`src/rtl/dvrt_pkg.sv`:
```
// Shared types and constants of the route table.
// No dependencies.
`timescale 1ns / 1ps
package dvrt_pkg;

  localparam int unsigned ID_W   = 6;
  localparam int unsigned IDS    = 64;
  localparam int unsigned OP_W   = 3;
  localparam int unsigned INCOST_W = 16;
  localparam int unsigned TICK_W = 20;
  localparam int unsigned CFG_ADDR_W = 1;

  localparam logic [OP_W-1:0] OP_INIT   = 3'd0;
  localparam logic [OP_W-1:0] OP_UPDATE = 3'd1;
  localparam logic [OP_W-1:0] OP_WAKE   = 3'd2;
  localparam logic [OP_W-1:0] OP_TICK   = 3'd3;

  localparam logic [CFG_ADDR_W-1:0] CFG_SELF_ID  = 1'd0;
  localparam logic [CFG_ADDR_W-1:0] CFG_INTERVAL = 1'd1;

  typedef enum logic [3:0] {
    S_IDLE,
    S_RSRC,
    S_RDST,
    S_CMP,
    S_WALK,
    S_WCHK,
    S_WR,
    S_FIN,
    S_OUT
  } state_e;

endpackage

```
`src/rtl/distance_vector_route_table.sv`:
```
// Route table top level: storage, walk sequencer and handshakes.
// Depends on dvrt_pkg.
//
//  channel | signals                              | direction
//  in      | in_valid_i / in_stall_o + fields     | item in
//  out     | out_valid_o / out_stall_i + fields   | result out
//  cfg     | cfg_we_i, cfg_addr_i, cfg_wdata_i    | register write
//
// Init steps through RDST, CMP, FIN and OUT; wake, tick and read through FIN
// and OUT; update through RSRC, RDST, CMP, WALK/WCHK per entry visited on the
// next-hop walk (at most NODES), WR on success, FIN, OUT; one table read port.
// Reset clears valid and neighbour bits at once; no clearing pass is needed.
// A result waits in the output register; a new transaction is taken meanwhile,
// but the sequencer holds in its last step while the output is stalled.
`timescale 1ns / 1ps
module distance_vector_route_table
  import dvrt_pkg::*;
#(
  parameter int unsigned NODES     = 64,
  parameter int unsigned COST_BITS = 16
) (
  input  logic                  clk_i,
  input  logic                  rst_ni,
  input  logic                  cfg_we_i,
  input  logic [CFG_ADDR_W-1:0] cfg_addr_i,
  input  logic [TICK_W-1:0]     cfg_wdata_i,
  input  logic                  in_valid_i,
  output logic                  in_stall_o,
  input  logic [OP_W-1:0]       op_i,
  input  logic [ID_W-1:0]       src_id_i,
  input  logic [ID_W-1:0]       dest_id_i,
  input  logic [INCOST_W-1:0]   cost_i,
  input  logic [ID_W-1:0]       next_hop_i,
  input  logic                  last_i,
  output logic                  out_valid_o,
  input  logic                  out_stall_i,
  output logic                  entry_valid_o,
  output logic [INCOST_W-1:0]   entry_cost_o,
  output logic [ID_W-1:0]       entry_next_hop_o,
  output logic                  is_neighbor_o,
  output logic                  changed_o,
  output logic                  send_update_o,
  output logic                  walk_failed_o
);

  localparam int unsigned TBL  = (NODES < IDS) ? NODES : IDS;
  localparam int unsigned IW   = (TBL > 1) ? $clog2(TBL) : 1;
  localparam int unsigned SW   = $clog2(NODES + 1);
  localparam int unsigned MW   = COST_BITS + ID_W;
  localparam logic [COST_BITS:0] COST_MAX = {1'b0, {COST_BITS{1'b1}}};

  // configuration
  logic [ID_W-1:0]   self_q;
  logic [TICK_W-1:0] intv_q;

  always_ff @(posedge clk_i or negedge rst_ni) begin
    if (!rst_ni) begin
      self_q <= '0;
      intv_q <= TICK_W'(100);
    end else if (cfg_we_i) begin
      case (cfg_addr_i)
        CFG_SELF_ID:  self_q <= cfg_wdata_i[ID_W-1:0];
        CFG_INTERVAL: intv_q <= cfg_wdata_i;
        default: ;
      endcase
    end
  end

  state_e state_q, state_d;

  // latched transaction
  logic [OP_W-1:0]      op_q;
  logic [ID_W-1:0]      src_q, dest_q, nh_q;
  logic                 last_q;
  logic [COST_BITS-1:0] sum_q, sum_d;
  logic                 src_ok_q, src_ok_d;
  logic [ID_W-1:0]      walk_q, walk_d;
  logic [SW-1:0]        steps_q, steps_d;
  logic                 chg_q, chg_d, fail_q, fail_d, send_q, send_d;
  logic                 awake_q, awake_d, msg_q, msg_d;
  logic [TICK_W-1:0]    tick_q, tick_d;

  // table storage
  logic [MW-1:0]  mem [TBL];
  logic [MW-1:0]  rd_q;
  logic [IW-1:0]  rd_addr, wr_addr;
  logic [MW-1:0]  wr_data;
  logic           wr_en;
  logic [TBL-1:0] valid_q, nbr_q;
  logic           nbr_set;

  always_ff @(posedge clk_i) begin
    if (wr_en) mem[wr_addr] <= wr_data;
    rd_q <= mem[rd_addr];
  end

  // probed entry: which id the read data belongs to in this state
  logic [ID_W-1:0]      probe_id;
  logic                 probe_in, probe_hr;
  logic [COST_BITS-1:0] probe_cost;
  logic [ID_W-1:0]      probe_next;

  always_comb begin
    case (state_q)
      S_RDST:  probe_id = src_q;
      S_WCHK:  probe_id = walk_q;
      default: probe_id = dest_q;
    endcase
    probe_in = (32'(probe_id) < NODES);
    if (probe_id == self_q) begin
      probe_hr   = 1'b1;
      probe_cost = '0;
      probe_next = self_q;
    end else if (probe_in && valid_q[probe_id[IW-1:0]]) begin
      probe_hr   = 1'b1;
      probe_cost = rd_q[MW-1:ID_W];
      probe_next = rd_q[ID_W-1:0];
    end else begin
      probe_hr   = 1'b0;
      probe_cost = '0;
      probe_next = '0;
    end
  end

  logic [COST_BITS:0]   raw_sum;
  logic                 dest_in, relax;
  logic [32:0]          in_cost_w;
  logic [COST_BITS-1:0] in_cost_sat;

  assign dest_in  = (32'(dest_q) < NODES);
  assign raw_sum  = {1'b0, probe_cost} + {1'b0, sum_q};
  assign relax    = !probe_hr || (probe_cost > sum_q);
  // input cost held at the top of the cost range
  assign in_cost_w   = 33'(cost_i);
  assign in_cost_sat = (in_cost_w > 33'(COST_MAX)) ? COST_MAX[COST_BITS-1:0]
                                                   : in_cost_w[COST_BITS-1:0];

  assign in_stall_o = (state_q != S_IDLE);
  logic in_acc;
  assign in_acc = in_valid_i && !in_stall_o;

  // next state
  always_comb begin
    state_d = state_q;
    case (state_q)
      S_IDLE: begin
        if (in_acc) begin
          if (op_i == OP_UPDATE)    state_d = S_RSRC;
          else if (op_i == OP_INIT) state_d = S_RDST;
          else                      state_d = S_FIN;
        end
      end
      S_RSRC: state_d = S_RDST;
      S_RDST: state_d = S_CMP;
      S_CMP: begin
        if (op_q == OP_UPDATE && dest_q != self_q && dest_in && src_ok_q && relax)
          state_d = S_WALK;
        else
          state_d = S_FIN;
      end
      S_WALK: state_d = S_WCHK;
      S_WCHK: begin
        if (!probe_hr)                         state_d = S_FIN;
        else if (probe_next == walk_q)         state_d = S_WR;
        else if (steps_q + 1'b1 == SW'(NODES)) state_d = S_FIN;
        else                                   state_d = S_WALK;
      end
      S_WR:  state_d = S_FIN;
      S_FIN: state_d = S_OUT;
      S_OUT: if (!(out_valid_o && out_stall_i)) state_d = S_IDLE;
      default: state_d = S_IDLE;
    endcase
  end

  // datapath and table control
  always_comb begin
    sum_d    = sum_q;
    src_ok_d = src_ok_q;
    walk_d   = walk_q;
    steps_d  = steps_q;
    chg_d    = chg_q;
    fail_d   = fail_q;
    send_d   = send_q;
    awake_d  = awake_q;
    msg_d    = msg_q;
    tick_d   = tick_q;
    wr_en    = 1'b0;
    wr_addr  = dest_q[IW-1:0];
    wr_data  = {sum_q, nh_q};
    nbr_set  = 1'b0;
    rd_addr  = dest_q[IW-1:0];
    case (state_q)
      S_IDLE: begin
        sum_d  = in_cost_sat;
        chg_d  = 1'b0;
        fail_d = 1'b0;
        send_d = 1'b0;
      end
      S_RSRC: rd_addr = src_q[IW-1:0];
      S_RDST: begin
        // src entry on the read port for an update
        if (op_q == OP_UPDATE) begin
          src_ok_d = probe_hr;
          sum_d    = (raw_sum > COST_MAX) ? COST_MAX[COST_BITS-1:0]
                                          : raw_sum[COST_BITS-1:0];
        end
      end
      S_CMP: begin
        if (op_q == OP_INIT) begin
          nbr_set = dest_in;
          if (dest_q != self_q && dest_in && relax) wr_en = 1'b1;
        end
        walk_d  = src_q;
        steps_d = '0;
      end
      S_WALK: rd_addr = walk_q[IW-1:0];
      S_WCHK: begin
        walk_d  = probe_next;
        steps_d = steps_q + 1'b1;
        if (!probe_hr || (probe_next != walk_q && steps_q + 1'b1 == SW'(NODES)))
          fail_d = 1'b1;
      end
      S_WR: begin
        wr_en   = 1'b1;
        wr_data = {sum_q, walk_q};
        chg_d   = 1'b1;
        msg_d   = 1'b1;
      end
      S_FIN: begin
        if (op_q == OP_UPDATE) begin
          if (last_q) begin
            if (awake_q && msg_q) begin
              send_d = 1'b1;
              tick_d = '0;
            end
            msg_d = 1'b0;
          end
        end else if (op_q == OP_WAKE) begin
          awake_d = 1'b1;
          send_d  = 1'b1;
          tick_d  = '0;
        end else if (op_q == OP_TICK && awake_q) begin
          if (tick_q + 1'b1 >= intv_q) begin
            send_d = 1'b1;
            tick_d = '0;
          end else begin
            tick_d = tick_q + 1'b1;
          end
        end
      end
      default: ;
    endcase
  end

  // control registers
  always_ff @(posedge clk_i or negedge rst_ni) begin
    if (!rst_ni) begin
      state_q <= S_IDLE;
      valid_q <= '0;
      nbr_q   <= '0;
      awake_q <= 1'b0;
      msg_q   <= 1'b0;
      tick_q  <= '0;
    end else begin
      state_q <= state_d;
      awake_q <= awake_d;
      msg_q   <= msg_d;
      tick_q  <= tick_d;
      if (wr_en)   valid_q[wr_addr] <= 1'b1;
      if (nbr_set) nbr_q[dest_q[IW-1:0]] <= 1'b1;
    end
  end

  // per-transaction working registers
  always_ff @(posedge clk_i) begin
    if (in_acc) begin
      op_q   <= op_i;
      src_q  <= src_id_i;
      dest_q <= dest_id_i;
      nh_q   <= next_hop_i;
      last_q <= last_i;
    end
    sum_q    <= sum_d;
    src_ok_q <= src_ok_d;
    walk_q   <= walk_d;
    steps_q  <= steps_d;
    chg_q    <= chg_d;
    fail_q   <= fail_d;
    send_q   <= send_d;
  end

  // output register
  logic out_load;
  assign out_load = (state_q == S_OUT) && !(out_valid_o && out_stall_i);

  always_ff @(posedge clk_i or negedge rst_ni) begin
    if (!rst_ni) begin
      out_valid_o <= 1'b0;
    end else if (out_load) begin
      out_valid_o <= 1'b1;
    end else if (!out_stall_i) begin
      out_valid_o <= 1'b0;
    end
  end

  always_ff @(posedge clk_i) begin
    if (out_load) begin
      entry_valid_o    <= probe_hr;
      entry_cost_o     <= INCOST_W'(probe_cost);
      entry_next_hop_o <= probe_next;
      is_neighbor_o    <= probe_in && nbr_q[dest_q[IW-1:0]];
      changed_o        <= chg_q;
      send_update_o    <= send_q;
      walk_failed_o    <= fail_q;
    end
  end

endmodule

```
`config.mk`:
```
export PLATFORM = sky130hd
export DESIGN_NAME = distance_vector_route_table
export DESIGN_NICKNAME = d
export VERILOG_FILES = /design/src/rtl/dvrt_pkg.sv /design/src/rtl/distance_vector_route_table.sv
export SDC_FILE = /design/constraint.sdc
export NUM_CORES = 2
export LEC_CHECK = 0
export ABC_CLOCK_PERIOD_IN_PS = 9300
export BUFFER_PORTS_ARGS = -buffer_cell sky130_fd_sc_hd__buf_2
export CORE_ASPECT_RATIO = 0.9
export CORE_MARGIN = 5
export CORE_UTILIZATION = 50
export DETAILED_ROUTE_END_ITERATION = 8
export PLACE_DENSITY = 0.65
export SLEW_MARGIN = 25
export SYNTH_ARGS = -nofsm -noshare
export SYNTH_HDL_FRONTEND = slang
export SYNTH_SLANG_ARGS = --single-unit
```
`constraint.sdc`:
```
create_clock -name clk_i -period 9.3 [get_ports clk_i]
set_clock_uncertainty 0.2 [all_clocks]
set_input_delay 1.86 -clock clk_i [delete_from_list [all_inputs] [get_ports clk_i]]
set_output_delay 1.86 -clock clk_i [all_outputs]
set_load 0.02 [all_outputs]
```
After elaboration in Yosys (flattened, before gate mapping)
Memories as Yosys holds them, arrays and structs flattened. A register that Yosys moved wholly into a read port is not among the register bits.
Index checks and enable logic that the tools add are counted.
{ "totals": {"ff_bits": 263, "elab_cells": 168, "out_inout_bits": 29, "ram_bits": 1408, "memories": 1, "in_bits": 64} }
{ "classes": {"n_bitwise": 4, "reduce_logical": 37, "n_lt_le_gt_ge": 7, "add_sub_neg": 3, "n_eq_ne": 30, "mux": 58} }
{ "memory_table": {"columns": ["name", "words", "word_bits", "read_ports", "rd_clocked_by_memory_dff", "write_ports", "line_no", "rtl"], "rows": [
  ["mem", 64, 22, 1, 1, 1, "distance_vector_route_table.sv:84", "logic [MW-1:0] mem [TBL];"]
]} }
{ "ops": {"columns": ["operator", "n"], "rows": [
  ["$or 64x64->64", 2],
  ["$mux 20", 6],
  ["$mux 16", 5],
  ["$pmux 4 s9", 1],
  ["$pmux 6 s2", 3],
  ["$pmux 16 s2", 1],
  ["$mux 1", 22],
  ["$add 20x1->20 const B", 1],
  ["$ge 20x20->1", 1],
  ["$mux 6", 3],
  ["$add 16x16->17", 1],
  ["$gt 17x16->1 const B", 1],
  ["$eq 4x3->1 const B", 4],
  ["$gt 16x16->1", 1],
  ["$gt 16x16->1 const B", 1],
  ["$lt 6x7->1 const B", 2],
  ["$ne 2x2->1 const B", 7],
  ["$pmux 7 s2", 1],
  ["$bmux 1 s6", 2],
  ["$eq 6x6->1", 2],
  ["$ne 6x6->1", 2],
  ["$reduce_and 2->1", 6],
  ["$reduce_bool 2->1", 6],
  ["$logic_and 1x1->1", 11],
  ["26 further kinds", 47]
]} }

Depth between registers and ports, before layout
{ "logic_depth": {"word_depth": 14, "depth_mapped": 27, "depth_no_buf": 24} }

Least setup slack after synthesis
OpenSTA, ideal clock, no wires.
{ "synth_path": {"kind": "reg2reg", "startpoint": "reg state_q[0]", "endpoint": "mem mem[50][0] (netlist bit) (enable)", "setup_time_ns": 0.430, "t_arrival_ns": 6.662, "n_path_buf": 4, "setup_slack_ns": 2.008, "period_less_slack_ns": 7.292, "required_ns": 8.670, "stages_incl_launch_ff": 24, "path_cell_list": "dfrtp_1 > nor4b_4 > mux2_2 > o21ai_1 > buf_2 > o211ai_1 > a211oi_1 > o22ai_1 > o21ai_0 > clkbuf_1 > clkbuf_1 > nor2_1 > ha_1 > nand3_1 > o221ai_1 > a21o_1 > a21o_1 > a21o_1 > a21o_1 > a21oi_1 > o32ai_2 > a31oi_4 > buf_6 > nor3_1"} }
{ "synth_via": {"elab_chain_len": 14, "elab_cells_between_ends": 21, "classes_between": "order compare: 1; eq/ne: 5; mux: 12; reduce/logical: 3"} }
{ "synth_rtl": {"columns": ["item", "line_no", "rtl"], "rows": [
  ["start, declared", "distance_vector_route_table.sv:69", "state_e state_q, state_d;"],
  ["start signal, assigned", "distance_vector_route_table.sv:265", "state_q <= state_d;"],
  ["$eq 4x3->1 / $eq 4x2->1 (equally long branches)", "distance_vector_route_table.sv:104", "case (state_q)"],
  ["$pmux 6 s2 *", "distance_vector_route_table.sv:104", null],
  ["$bmux 1 s6", "distance_vector_route_table.sv:114", "end else if (probe_in && valid_q[probe_id[IW-1:0]]) begin"],
  ["$mux 1 (not written as such)", "distance_vector_route_table.sv:114", null],
  ["$mux 16", "distance_vector_route_table.sv:114", null],
  ["$mux 16 *", "distance_vector_route_table.sv:110", "if (probe_id == self_q) begin"],
  ["via probe_cost[2]", "distance_vector_route_table.sv:100", "logic [COST_BITS-1:0] probe_cost;"],
  ["$gt 16x16->1 *", "distance_vector_route_table.sv:132", "assign relax = !probe_hr || (probe_cost > sum_q);"],
  ["$logic_or 1x1->1 *", "distance_vector_route_table.sv:132", null],
  ["$logic_and 1x1->1 *", "distance_vector_route_table.sv:211", "if (dest_q != self_q && dest_in && relax) wr_en = 1'b1;"],
  ["$mux 1 *", "distance_vector_route_table.sv:211", null],
  ["$mux 1 *", "distance_vector_route_table.sv:209", "if (op_q == OP_INIT) begin"],
  ["$pmux 1 s2 *", "distance_vector_route_table.sv:192", "case (state_q)"],
  ["$mux 1 *", "distance_vector_route_table.sv:93", "if (wr_en) mem[wr_addr] <= wr_data;"],
  ["$mux 1 (not written as such) *", "distance_vector_route_table.sv:93", null],
  ["end, declared", "distance_vector_route_table.sv:84", null]
]} }
Mark *: on every way through the listed nets, which the timed path passes. The rest lies on a longest branch. The select of a mux whose other input is x is not followed.

Worst setup path in the final report
{ "layout_path": {"startpoint": "reg state_q[0]", "endpoint": "reg valid_q[47]"} }
{ "layout_via": {"elab_chain_len": 12, "elab_cells_between_ends": 19, "classes_between": "order compare: 1; eq/ne: 5; mux: 10; reduce/logical: 3"} }
{ "layout_rtl": {"columns": ["item", "line_no", "rtl"], "rows": [
  ["$eq 4x3->1 / $eq 4x2->1 (equally long branches)", "distance_vector_route_table.sv:104", null],
  ["$pmux 6 s2 *", "distance_vector_route_table.sv:104", null],
  ["$bmux 1 s6", "distance_vector_route_table.sv:114", null],
  ["$mux 1 (not written as such)", "distance_vector_route_table.sv:114", null],
  ["$mux 16", "distance_vector_route_table.sv:114", null],
  ["$mux 16 *", "distance_vector_route_table.sv:110", null],
  ["via probe_cost[1]", "distance_vector_route_table.sv:100", null],
  ["$gt 16x16->1 *", "distance_vector_route_table.sv:132", null],
  ["$logic_or 1x1->1 *", "distance_vector_route_table.sv:132", null],
  ["$logic_and 1x1->1 *", "distance_vector_route_table.sv:211", null],
  ["$mux 1 *", "distance_vector_route_table.sv:211", null],
  ["$mux 1 *", "distance_vector_route_table.sv:209", null],
  ["$pmux 1 s2 *", "distance_vector_route_table.sv:192", null],
  ["end signal, assigned", "distance_vector_route_table.sv:259", "valid_q <= '0;"],
  ["end signal, assigned by index", "distance_vector_route_table.sv:269", "if (wr_en) valid_q[wr_addr] <= 1'b1;"],
  ["end, declared", "distance_vector_route_table.sv:89", "logic [TBL-1:0] valid_q, nbr_q;"]
]} }
Marks and branches as above.
A chain may end at the register's enable or synchronous reset.

==> summary.md <==
The wire length per cell after detailed routing came out at 27.9 µm. The layout cell share with drive strength beyond 1 is 11.3%. The number of pins exceeding their max-slew limit in the final report is 0. Setup total negative slack on the finished layout was measured at 0 ps. The first TritonRoute pass finished after 6 iterations.

After synthesis the netlist holds a flip-flop and latch count of 1693. Compared with the post-synthesis result, the final layout area differs by 12.7%. The global-route wire length before repair came out at 308000 µm. Following the worst setup path forward leads to its endpoint at valid_q[47]. The tightest hold path in the finished design has a slack of 225 ps. The worst-skew pair later-pin latency was 810 ps. Among all stages on the critical path, the largest delay is contributed by or4b_4. Entering global routing, the biggest net connects 169 pins. After detailed routing, the number of vias per cell comes to 6.20. The run gives 1693 as the CTS sink count.

The flip-flop cell with the highest count after synthesis is edfxtp_1. The run gives 0.148 mm² as the floorplan die area. For this design the static power due to leakage is 29.0 nW. In this run the standard cell core region covers 0.140 mm².

Slew at the pin closest to its max-slew limit: 1130 ps. The run gives 1230 ps as the internal reg-to-reg setup slack. STA classifies the critical path startpoint as a flip-flop. No sink is reached through more buffers than the 3 on the longest clock path. Clock period minus worst slack: 8070 ps.

Summed over its instances, the top area cell type makes up 63.6% of the synthesized netlist area. At the end of the flow, the number of nets in the layout was 5757. The launch point of the critical path was state_q[0]. Mean area per synthesized cell: 12.6 µm². In this run the critical register-to-register path is captured at valid_q[47].

The CTS root buffer is clkbuf_16. The horizontal extent of the die was 405 µm; the number of DRC violations after detailed routing was 0. After floorplanning, the core was divided into 130 placement rows.

The run gives 0 as the count of hold-fix buffers inserted at cts. The flow ran to the end, and the final reports show no timing, DRC or antenna violations. The number of setup buffers added after CTS is 0. The most common cell after layout, fill and taps aside is nand2_1. The number of cells on the worst reg-to-reg path is 24.

After clock tree synthesis, the repair step resized 0 gates. The logs give 11.2k for the filler cell count and 4 for the total number of H-tree levels. Summed over all nets, the half-perimeter wirelength after detailed placement is 128000 µm.

At the end of routability-driven placement, the weighted congestion stood at 0.949. Clock tree synthesis inserted a total of 166 buffers. The final number of hold-violating endpoints came out at 0. The Yosys step of the flow raised 0 warnings.

The final cycle utilization of the critical path was 86.8%. Startpoint of the worst-slack reg-to-reg timing path: state_q[0]. For the highest clock rate, the log shows 124 MHz. The min-delay analysis places its worst path in the category flip-flop to flip-flop. Number of antenna violations at the first check in global routing: 13. Summing every instance area after synthesis gives 0.0704 mm².

TritonCTS built the clock tree. The number of flops mapped to enable cells by yosys works out to 1490. Power spread over the standard cell area amounts to 364 mW/mm².

Across the VDD grid, the largest voltage drop is 0.311 mV. The tools report the via count of the first global-routing pass as 44.3k. Starting DRC count in detailed routing: 7060.

The largest fanout of any net on the critical path was 50; the setup violation total in the final timing report was 0. Setup repair after global routing left no endpoint under its margin. Synthesis produced a netlist whose cell count is 5586.

The run gives 47.4k as the count of vias placed by the detailed router. The kind of critical path was flip-flop to flip-flop. At the worst endpoint, the arrival time is 8570 ps.

For the number of maximum-capacitance violations, the log shows 0. Critical path's top delay family: compound AO/OA/AOI/OAI gates. The post-synthesis async set-or-reset flop share was 10.7%. For the data required time at the worst endpoint, the log shows 9800 ps. In the post-synthesis netlist, the biggest area contributors are edfxtp_1 (64%), nand2_1 (8.2%), dfrtp_1 (6.3%), a311oi_1 (3.3%), nand3_1 (2.9%). The top cell types in the final layout, fill and taps aside, are nand2_1 (1518), edfxtp_1 (1490), nand3_1 (402), a311oi_1 (268), and3_1 (188). The largest single stage delay on the critical path is 750 ps. The tools report the count of pins on the block boundary as 93. The most common cell type on the critical path is a21o_1. The final layout contains routed wiring with a total length of 213000 µm. The biggest area contributor in the post-synthesis netlist is edfxtp_1. In this run the remaining antenna-violating nets after routing total 0.

The logic depth of the worst path, buffers included works out to 24. The leftover overflow at the end of global routing is 0, and the post-synthesis sequential area ratio is 70.7%. Together, buffers and inverters on the worst path number 3.

The synthesized netlist contains 89 unique library cells. The kind of end point of the critical path is a flip-flop. Clock-pin slew was measured on the worst setup and hold paths at 60 ps. The worst hold path stage count came out at 0. Buffers placed on the I/O ports in this run total 92. Traced cell by cell, the critical path runs through or4b_4, o22a_1, a21oi_4, o21ai_0, o32ai_1, a211oi_1, o22ai_1, o21ai_1, buf_4, nor2_1, ha_1, nand3_1, o221ai_1, a21o_1, a21o_1, a21o_1, a21o_1, a21oi_1, o32ai_2, a31oi_4, buf_12, nor3_2, buf_4, or2_1.

The total global-route track usage was 28.2%; the die outline height was 366 µm. The tools report the net count after synthesis as 5710. The run gives 50.4% as the initial core utilization. Headroom to the max-slew limit came out at 24.4%.
worst min path at each step:
stage | slack [ps] | start | end
floorplan | 200 | chg_q | changed_o
global placement | 230 | send_q | send_update_o
detailed placement | 210 | send_q | send_update_o
CTS | 230 | send_q | send_update_o
global route | 240 | send_q | send_update_o
finish | 230 | send_q | send_update_o
layer usage:
| metal | vias to the layer above | part of all wire, % | wire length (µm) | global-route usage [%] |
|---|---|---|---|---|
| met3 | 414 | 11 | 22900 | 6.11 |
| met1 | 23600 | 40 | 85700 | 41.1 |
| li1 | 20800 | - | - | - |
| met4 | 6 | 4.1 | 8760 | 10.6 |
| met2 | 2624 | 45 | 95200 | 41.9 |
| met5 | - | 0.018 | 39 | 0 |
cell usage after synthesis (all sizes together) (7+ instances only):
master / number
nand2: 1529
edfxtp: 1490
nand3: 402
clkbuf: 298
a311oi: 268
and3: 188
dfrtp: 178
a21oi: 158
a31oi: 102
inv: 99
nor2: 83
nor3: 80
a211oi: 74
buf: 72
o21bai: 70
or2: 68
ha: 59
o21ai: 51
mux2: 28
dfxtp: 22
mux2i: 22
o22ai: 18
xnor2: 18
a21o: 17
xor2: 16
a22o: 14
a2111oi: 12
a22oi: 11
nor4: 11
or3: 10
a221oi: 9
nand2b: 9
o211ai: 9
and2: 8
nor2b: 7
metrics by stage:
| stage | cells | instance area, µm² | power [W] | setup WS, ps | util (%) |
|---|---|---|---|---|---|
| finish | 7633 | 79300 | 0.0289 | 1230 | 56.8 |
| global route | 7623 | 79300 | 0.0299 | 890 | 56.8 |
| CTS | 7597 | 78900 | 0.0287 | 1190 | 56.5 |
| detailed placement | 7287 | 73500 | 0.0220 | 1190 | 52.6 |
| global placement | 7271 | 73200 | 0.0219 | 1140 | 52.4 |
| floorplan | 5586 | 70400 | 0.0168 | 2010 | - |
registers in the layout (all words and copies together), names as in the netlist, 7 cells and up:
register,cells
sum_q,16
intv_q,20
mem,1408
valid_q,64
entry_cost_o,16
steps_q,7
rd_q,22
tick_q,20
nbr_q,64
final cells by class:
class                   instances  area, µm²  area share (%)
diodes                         10       25.0          0.0315
clock buffers                 231       4710            5.94
clock inverters                79        736           0.927
inverters                      99        372           0.468
multi-input cells            3424      19300            24.4
flip-flops and latches       1693      49700            62.7
well taps                    1848       2310            2.91
repair buffers                249       2130            2.69
power by group:
part | leakage (nW) | internal [W] | switching, W
sequential | 16.0 | 0.00918 | 0.000432
clock | 2.66 | 0.00379 | 0.00291
combinational | 10.3 | 0.00319 | 0.00940
kinds of logic (layout without fill, tap and decap cells):
| kind of cell | Yosys count | in the layout | share of synthesized area [%] |
|---|---|---|---|
| simple gates | 2419 | 2419 | 15.3 |
| buf+inv | 469 | 658 | 2.67 |
| xor+xnor | 34 | 34 | 0.423 |
| fa+ha+maj | 60 | 60 | 1.08 |
| compound gates | 857 | 857 | 8.93 |
| mux | 54 | 54 | 0.889 |
| other cells | 0 | 10 | 0 |
| flops | 1693 | 1693 | 70.7 |
No activity file was read; power rests on OpenSTA's default activity.
